## src/sv/bcs_pkg.sv

```systemverilog
`default_nettype none
package bcs_pkg;

    localparam int unsigned STORE_BYTES_DEF = 8192;
    localparam int unsigned ROW_BYTES_DEF   = 80;

    localparam int SW_W     = 13;
    localparam int TW_W     = 11;
    localparam int LADDR_W  = 13;
    localparam int ROW_W    = 10;
    localparam int COL_W    = 7;
    localparam int PIX_W    = 8;
    localparam int PROD_W   = 24;
    localparam int CFG_IDX_W = 2;

    localparam logic [PIX_W-1:0] ALL_ONES = 8'hFF;
    localparam logic [2:0]       K_LAST   = 3'd7;

    typedef enum logic [CFG_IDX_W-1:0] {
        CFG_SRC_W,
        CFG_SRC_H,
        CFG_DST_W,
        CFG_DST_H
    } t_cfg_idx;

    typedef enum logic [1:0] {
        K_LOAD,
        K_RENDER,
        K_FILL_BAD,
        K_FILL_OK
    } t_kind;

    typedef struct packed {
        logic [SW_W-1:0] sw;
        logic [SW_W-1:0] sh;
        logic [TW_W-1:0] tw;
        logic [TW_W-1:0] th;
    } t_cfg;

    typedef struct packed {
        t_kind              kind;
        logic [LADDR_W-1:0] addr;
        logic [PIX_W-1:0]   value;
        logic [ROW_W-1:0]   row;
        logic [COL_W-1:0]   col;
    } t_item;

    typedef struct packed {
        logic  valid;
        t_item item;
    } t_head;

    typedef enum logic [3:0] {
        ST_IDLE,
        ST_MUL_A,
        ST_MUL_B,
        ST_CMP,
        ST_CROP,
        ST_ROW_MUL,
        ST_ROW_GO,
        ST_ROW_DIV,
        ST_ROW_BASE,
        ST_PIX_MUL,
        ST_PIX_GO,
        ST_PIX_DIV,
        ST_PIX_READ,
        ST_PIX_BIT,
        ST_EMIT
    } t_state;

endpackage
`default_nettype wire

```

## src/sv/bcs_front.sv

```systemverilog
`default_nettype none
module bcs_front import bcs_pkg::*; #(
    parameter int unsigned STORE_BYTES = STORE_BYTES_DEF,
    parameter int unsigned ROW_BYTES   = ROW_BYTES_DEF
) (
    input  wire logic               i_clk,
    input  wire logic               i_rst_n,
    input  wire logic               i_start,
    input  wire logic               i_req_type,
    input  wire logic [LADDR_W-1:0] i_load_address,
    input  wire logic [PIX_W-1:0]   i_load_value,
    input  wire logic [ROW_W-1:0]   i_target_row,
    input  wire logic [COL_W-1:0]   i_target_byte_column,
    input  wire t_cfg               i_cfg,
    input  wire logic               i_pop,
    output logic                    o_busy,
    output t_head                   o_head
);

    logic [SW_W:0]       src_sum;
    logic [SW_W-3:0]     src_row_bytes;
    logic [TW_W:0]       dst_sum;
    logic [TW_W-3:0]     dst_row_bytes;
    logic [PROD_W-1:0]   store_need;
    logic                sizes_ok;
    logic                outside;
    logic                load_ok;
    logic                push;
    t_item               item;

    t_item               r_q [2];
    logic                r_wr;
    logic                r_rd;
    logic [1:0]          r_cnt;

    assign src_sum       = {1'b0, i_cfg.sw} + (SW_W + 1)'(7);
    assign src_row_bytes = src_sum[SW_W:3];
    assign dst_sum       = {1'b0, i_cfg.tw} + (TW_W + 1)'(7);
    assign dst_row_bytes = dst_sum[TW_W:3];
    assign store_need    = {11'b0, src_row_bytes} * {11'b0, i_cfg.sh};

    assign sizes_ok = (i_cfg.sw != '0) && (i_cfg.sh != '0) && (i_cfg.tw != '0)
                   && (i_cfg.th != '0) && (store_need <= PROD_W'(STORE_BYTES))
                   && ({1'b0, dst_row_bytes} <= (TW_W - 1)'(ROW_BYTES));
    assign outside  = ({1'b0, i_target_row} >= i_cfg.th)
                   || ({2'b0, i_target_byte_column} >= dst_row_bytes);
    assign load_ok  = 17'(i_load_address) < 17'(STORE_BYTES);

    always_comb begin
        item.addr  = i_load_address;
        item.value = i_load_value;
        item.row   = i_target_row;
        item.col   = i_target_byte_column;
        if (!i_req_type) begin
            item.kind = K_LOAD;
        end else if (!sizes_ok) begin
            item.kind = K_FILL_BAD;
        end else if (outside) begin
            item.kind = K_FILL_OK;
        end else begin
            item.kind = K_RENDER;
        end
    end

    // Loads beyond the store are taken and dropped here.
    assign push   = i_start && !o_busy && (i_req_type || load_ok);
    assign o_busy = r_cnt == 2'd2;

    always_ff @(posedge i_clk) begin
        if (!i_rst_n) begin
            r_wr  <= 1'b0;
            r_rd  <= 1'b0;
            r_cnt <= '0;
        end else begin
            if (push) begin
                r_wr <= !r_wr;
            end
            if (i_pop) begin
                r_rd <= !r_rd;
            end
            r_cnt <= r_cnt + {1'b0, push} - {1'b0, i_pop};
        end
    end

    always_ff @(posedge i_clk) begin
        if (push) begin
            r_q[r_wr] <= item;
        end
    end

    assign o_head.valid = r_cnt != '0;
    assign o_head.item  = r_q[r_rd];

endmodule
`default_nettype wire

```

## config.mk

```make
export PLATFORM = sky130hd
export DESIGN_NAME = bcs_front
export DESIGN_NICKNAME = d
export VERILOG_FILES = /design/src/sv/bcs_pkg.sv /design/src/sv/bcs_front.sv
export SDC_FILE = /design/constraint.sdc
export NUM_CORES = 1
export LEC_CHECK = 0
export BUFFER_PORTS_ARGS = -buffer_cell sky130_fd_sc_hd__buf_2
export CELL_PAD_IN_SITES_DETAIL_PLACEMENT = 2
export CELL_PAD_IN_SITES_GLOBAL_PLACEMENT = 2
export CORE_MARGIN = 5
export CORE_UTILIZATION = 38
export CTS_BUF_LIST = sky130_fd_sc_hd__clkbuf_4
export DETAILED_ROUTE_END_ITERATION = 10
export PLACE_DENSITY_LB_ADDON = 0.1
export SLEW_MARGIN = 20
export SYNTH_ARGS = -nofsm -noshare
export SYNTH_HDL_FRONTEND = slang
export SYNTH_SLANG_ARGS = --single-unit
```

## constraint.sdc

```tcl
create_clock -name i_clk -period 9.5 [get_ports i_clk]
set_input_delay 0.475 -clock i_clk [delete_from_list [all_inputs] [get_ports i_clk]]
set_output_delay 0.475 -clock i_clk [all_outputs]
set_load 0.01 [all_outputs]
```

; Word level (Yosys, flattened, before mapping)
; Memories as Yosys holds them, arrays and structs flattened. A register that Yosys moved wholly into a read port is not among the register bits.
; Cells that the tools add are included.
[classes]
add_sub_neg = 4
shifts = 0
muxes = 7
n_eq_ne = 1
div_mod_pow = 0
n_mul = 1
bitwise = 0
n_reduce_logical = 15
n_lt_le_gt_ge = 4
[ops]
columns = op, count
row1 = 13-bit nonzero test, 2
row2 = "24-bit by 14-bit <= comparator with 1-bit output, second input constant", 1
row3 = 11-bit by 13-bit multiplier with 24-bit output, 1
row4 = 11-bit nonzero test, 2
row5 = "13-bit by 3-bit adder with 14-bit output, second input constant", 1
row6 = "11-bit by 3-bit adder with 12-bit output, second input constant", 1
row7 = 10-bit by 11-bit greater-or-equal comparator with 1-bit output, 1
row8 = 7-bit by 9-bit greater-or-equal comparator with 1-bit output, 1
row9 = "9-bit by 7-bit <= comparator with 1-bit output, second input constant", 1
row10 = 1-bit logical AND, 6
row11 = 2-bit two-way mux, 3
row12 = 1-bit two-way mux, 4
row13 = 1-bit logical NOT, 3
row14 = 2-bit by 1-bit adder with 2-bit output, 1
row15 = "2-bit equality test, second input constant", 1
row16 = 2-bit nonzero test, 1
row17 = 2-bit by 1-bit subtractor with 2-bit output, 1
row18 = 1-bit logical OR, 1
[word_totals]
latchBits = 0
out_inout_bits = 42
mem_bits_rw = 80
elab_cells = 36
reg_bits = 4
rom_bits = 0
mem_count = 1
[mem_list]
columns = memory, words, width, read_ports, rd_clocked_by_memory_dff, write_ports, line_no
row1 = r_q, 2, 40, 1, 1, 1, bcs_front.sv:31  ; t_item r_q [2];

; Depth between registers and ports, before layout
[depth]
ltp_word = 8
depth_mapped = 28

; Worst setup path after synthesis
; OpenSTA, ideal clock, no wires.
[synth_path]
path_type = input port to flip-flop
startpoint = in i_cfg[38] (netlist bit)
endpoint = mem r_q[0][39] (netlist bit) (data pin)
path_slack_ns = 2.739
stages = 24
arrival_ns = 6.479
cell_sequence = nand3_1 nor2_1 nand3_1 nor2_1 nand3_1 nor2_1 xor2_1 clkbuf_1 nand2_1 fa_1 fa_1 fa_1 fa_1 fa_1 inv_1 ha_1 o21a_1 nor3_1 a221oi_2 nand3_1 or4_1 o31a_1 nor4_2 a41oi_1
[synth_lines]
columns = item, line_no
row1 = from (decl), bcs_front.sv:14  ; input wire t_cfg i_cfg,
row2 = to (decl), bcs_front.sv:31

==> flow_results.xml <==
<?xml version="1.0" encoding="UTF-8"?>
<metrics>
  <group name="status">
    <metric name="result_of_the_run" unit="">finished, final reports clean</metric>
  </group>
  <group name="critical_path">
    <metric name="reg2reg_from" unit="">r_cnt[0]$_SDFF_PN0_</metric>
    <metric name="critical-path-max-stage-delay" unit="ps">740</metric>
    <metric name="criticalPathCategory" unit="">primary input to flop</metric>
    <metric name="worst_ep_required_time" unit="ps">9650</metric>
    <metric name="path_buf_inv" unit="">2</metric>
    <metric name="cpMostUsedCell" unit="">sky130_fd_sc_hd__fa_1</metric>
    <metric name="end_kind" unit="">flop</metric>
    <metric name="critical_path.slowest_cell" unit="">sky130_fd_sc_hd__xor2_1</metric>
    <metric name="crit_path_cell_trace" unit="">buf_2, nand3_1, nor2_1, nand3_1, nor2_1, nand3_1, nor2_1, xor2_1, nand2_1, fa_1, fa_1, fa_1, fa_1, fa_1, inv_1, ha_1, o21a_1, nor3_1, a221oi_2, nand3_1, or4_1, o31a_1, nor4_2, a41oi_1</metric>
    <metric name="path_max_fanout" unit="">13</metric>
    <metric name="cp_startpoint_kind" unit="">primary input</metric>
    <metric name="timing.critical_path.from" unit="">i_cfg[38]</metric>
    <metric name="critical-path-top-delay-family" unit="">adder cells</metric>
    <metric name="worstPathArrival" unit="ps">7630</metric>
  </group>
  <group name="logic_synthesis">
    <metric name="synth.largest_area_cell" unit="">sky130_fd_sc_hd__edfxtp_1</metric>
    <metric name="synth_top_area_share" unit="%">27.98</metric>
    <metric name="async_reset_ff_share" unit="%">0</metric>
    <metric name="synthesis.yosys.warnings" unit="">0</metric>
    <metric name="synth_top_cells_by_count" unit="">sky130_fd_sc_hd__inv_1, sky130_fd_sc_hd__nand2_1, sky130_fd_sc_hd__fa_1, sky130_fd_sc_hd__ha_1, sky130_fd_sc_hd__edfxtp_1</metric>
    <metric name="yosys_most_used_dff" unit="">sky130_fd_sc_hd__edfxtp_1</metric>
    <metric name="synth.yosys.seq_area_share" unit="%">29.15</metric>
    <metric name="ys_seq_elements" unit="">85</metric>
    <metric name="post_synth_main_area_contributors" unit="">sky130_fd_sc_hd__edfxtp_1, sky130_fd_sc_hd__fa_1, sky130_fd_sc_hd__ha_1, sky130_fd_sc_hd__inv_1, sky130_fd_sc_hd__mux2_2</metric>
    <metric name="synthesis.area_per_instance" unit="µm²">10.31</metric>
    <metric name="synthesis.nets" unit="">1103</metric>
    <metric name="synthCells" unit="">833</metric>
    <metric name="ys_types" unit="">47</metric>
    <metric name="most_used_standard_cell_by_instance_count_after_synthesis" unit="">sky130_fd_sc_hd__inv_1</metric>
    <metric name="syn-cell-area" unit="µm²">8586</metric>
    <metric name="number_of_synthesized_flops_with_an_enable_pin" unit="">80</metric>
  </group>
  <group name="finish">
    <metric name="final_nets" unit="">1219</metric>
    <metric name="area.growth.synth_to_final" unit="%">13.58</metric>
    <metric name="layout-drive-gt1-share" unit="%">21.59</metric>
    <metric name="stdcell_count" unit="">1242</metric>
  </group>
  <group name="timing">
    <metric name="report.final.hold_viol_count" unit="">0</metric>
    <metric name="timing.setup.tns" unit="ps">0</metric>
    <metric name="rsz_0062_raised_after_global_routing" unit="">false</metric>
    <metric name="final.min_clock_period" unit="ps">7481</metric>
    <metric name="hold_slack_final" unit="ps">225.5</metric>
    <metric name="timing.clock.skew" unit="ps">11.84</metric>
    <metric name="final.period_utilization" unit="%">78.75</metric>
    <metric name="finalSetupViolCount" unit="">0</metric>
    <metric name="worst_pin_slew" unit="ps">1012</metric>
    <metric name="timing.fmax" unit="MHz">133.7</metric>
    <metric name="postLayoutSetupSlackWorst" unit="ps">2019</metric>
    <metric name="report.final.slew_viol_count" unit="">0</metric>
    <metric name="max-slew-margin-rel" unit="%">32.51</metric>
  </group>
  <group name="clock_tree">
    <metric name="clock_tree_from_tritoncts" unit="">yes</metric>
    <metric name="worst_skew_pair.late_latency" unit="ps">420</metric>
    <metric name="ctsHtreeMaxLevel" unit="">3</metric>
    <metric name="holdBufCountCts" unit="">0</metric>
    <metric name="cts_num_sinks" unit="">85</metric>
    <metric name="post_cts.resized_instances" unit="">0</metric>
    <metric name="cts-buffers-inserted" unit="">9</metric>
    <metric name="cts_setup_buffers" unit="">0</metric>
    <metric name="cts_max_path_buffers" unit="">2</metric>
    <metric name="cts.root.buffer_cell" unit="">sky130_fd_sc_hd__clkbuf_4</metric>
    <metric name="clk_pin_slew" unit="ps">130</metric>
  </group>
  <group name="global_route">
    <metric name="grt_util_all_layers" unit="%">20.50</metric>
    <metric name="antenna_found_initial" unit="">2</metric>
    <metric name="grt_max_degree" unit="">41</metric>
    <metric name="grt_pass1_vias" unit="">7650</metric>
    <metric name="grt-ovfl-total" unit="">0</metric>
    <metric name="grt_first_pass_wirelength" unit="mm">42.14</metric>
  </group>
  <group name="floorplanning">
    <metric name="die_height" unit="µm">160.3</metric>
    <metric name="boundaryPins" unit="">133</metric>
    <metric name="core_area" unit="µm²">22430</metric>
    <metric name="floorplan.die.width" unit="µm">160.3</metric>
    <metric name="rows" unit="">55</metric>
    <metric name="initial_core_util" unit="%">38.27</metric>
    <metric name="die-area" unit="µm²">25700</metric>
  </group>
  <group name="pwr">
    <metric name="p_sw_share" unit="%">48.34</metric>
    <metric name="switchingPower" unit="W">0.001272</metric>
    <metric name="clock_power_share" unit="%">9.8</metric>
    <metric name="pwr-share-seq" unit="%">19.0</metric>
    <metric name="total_leakage_power" unit="nW">4.408</metric>
    <metric name="power_density" unit="nW/µm²">269.9</metric>
    <metric name="p_int" unit="W">0.001360</metric>
    <metric name="share_comb_of_total_power" unit="%">71.2</metric>
    <metric name="worst_ir_drop_vdd" unit="µV">123.5</metric>
  </group>
  <group name="hold_path">
    <metric name="path_class_of_the_lowest_slack_min_delay_path" unit="">primary input to flop</metric>
    <metric name="holdCritStartpoint" unit="">i_load_value[1]</metric>
  </group>
  <group name="drt">
    <metric name="routed_wl_per_cell" unit="µm">20.88</metric>
    <metric name="drc_errors" unit="">0</metric>
    <metric name="vias_per_cell" unit="">5.151</metric>
    <metric name="drt_wl_total" unit="mm">25.93</metric>
    <metric name="dr.pass1.iters" unit="">4</metric>
    <metric name="drc_marker_count_from_the_first_detailed_route_iteration" unit="">180</metric>
    <metric name="vias" unit="">6397</metric>
    <metric name="final_antenna_net_count" unit="">0</metric>
  </group>
  <group name="job">
    <metric name="drv.max_cap_violation_count" unit="">0</metric>
  </group>
  <group name="place">
    <metric name="pre_cts_slack" unit="ps">1494</metric>
    <metric name="port_buffer_count" unit="">132</metric>
    <metric name="place.detailed.instances" unit="">1223</metric>
    <metric name="place_hpwl" unit="mm">21.07</metric>
    <metric name="gp_routability_congestion" unit="">0.8326</metric>
  </group>
</metrics>
==> power groups by stage <==
stage	Clock (W)	Sequential [W]	Combinational, W
5_1_grt	0.000283	0.000504	0.00213
6_report	0.000259	0.000499	0.00187
4_1_cts	0.000266	0.000501	0.00191
3_5_place_dp	0	0.000508	0.00189
3_3_place_gp	0	0.000498	0.00178
2_1_floorplan	0	0.000492	0.00137
==> per-layer routing <==
| metal | vias up | track usage (%) | routed length, µm |
|---|---|---|---|
| li1 | 2976 | - | - |
| met2 | 151 | 37.42 | 13290 |
| met5 | - | 0 | 13 |
| met3 | 30 | 2.720 | 975 |
| met4 | 2 | 4.732 | 433 |
| met1 | 3238 | 25.89 | 11220 |
==> cells by family after synthesis <==
| kind of cell | after synthesis | share of synthesized area (%) |
|---|---|---|
| and+or+nand+nor | 243 | 13.70 |
| adders and majority gates | 179 | 34.65 |
| buffers and inverters | 167 | 7.301 |
| DFF | 85 | 29.15 |
| AOI/OAI and AO/OA | 84 | 6.339 |
| muxes | 43 | 5.596 |
| xor gates and xnor gates | 32 | 3.264 |
==> registers in the layout, summed over array words and instances (netlist names), named ones only <==
name and count:
r_cnt 2, r_q 80, r_rd 1, r_wr 1
==> final timing paths <==
kind,slack [ps],depth (start not counted),endpoint
worst min-delay path,230,1,r_q[1][18]$_DFFE_PP_
worst max-delay path,2020,24,r_q[0][39]$_DFFE_PP_
worst max register to register,7710,3,r_q[1][5]$_DFFE_PP_
worst min register to register,600,2,r_rd$_SDFFE_PN0P_
==> cell usage in the layout, fill, tap and decap left out, drive strengths merged, types with 2 or more instances in the layout <==
cell type	synthesis	layout
or2	3	3
dfxtp	5	5
buf	3	139
edfxtp	80	80
inv	133	133
nand3b	2	2
a41oi	3	3
mux2	40	40
clkbuf	31	11
nor2	17	17
nand2b	3	3
nand3	13	13
o211ai	3	3
and2	49	49
ha	81	81
nor4	10	10
and3	3	3
nand4	7	7
or4	2	2
o21a	4	4
o221ai	2	2
a21boi	2	2
o21ai	22	22
mux2i	3	3
nand2	119	119
a221oi	4	4
nor3	10	10
xor2	9	9
diode	0	3
a211oi	7	7
nor2b	4	4
xnor2	23	23
a21o	6	6
o21bai	2	2
bufinv	0	3
fa	98	98
a21oi	22	22
==> area by class of cell <==
cell class              instances  area, µm²
repair buffers                139      713.2
multi-input cells             581       5488
flip-flops and latches         85       2504
diodes                          3      7.507
clock inverters                 5      101.3
inverters                     133      499.2
fillers                      2412      12680
clock buffers                  11      82.58
well taps                     285      356.6
==> stage by stage <==
| step | utilization (%) | instance area [µm²] | total power, W |
|---|---|---|---|
| 2_1_floorplan | - | 8586 | 0.001858 |
| 3_3_place_gp | 42.52 | 9538 | 0.002277 |
| 3_5_place_dp | 42.62 | 9560 | 0.002398 |
| 4_1_cts | 43.44 | 9744 | 0.002673 |
| 5_1_grt | 43.45 | 9747 | 0.002915 |
| 6_report | 43.47 | 9752 | 0.002632 |
(Power assumes the default switching activity.)
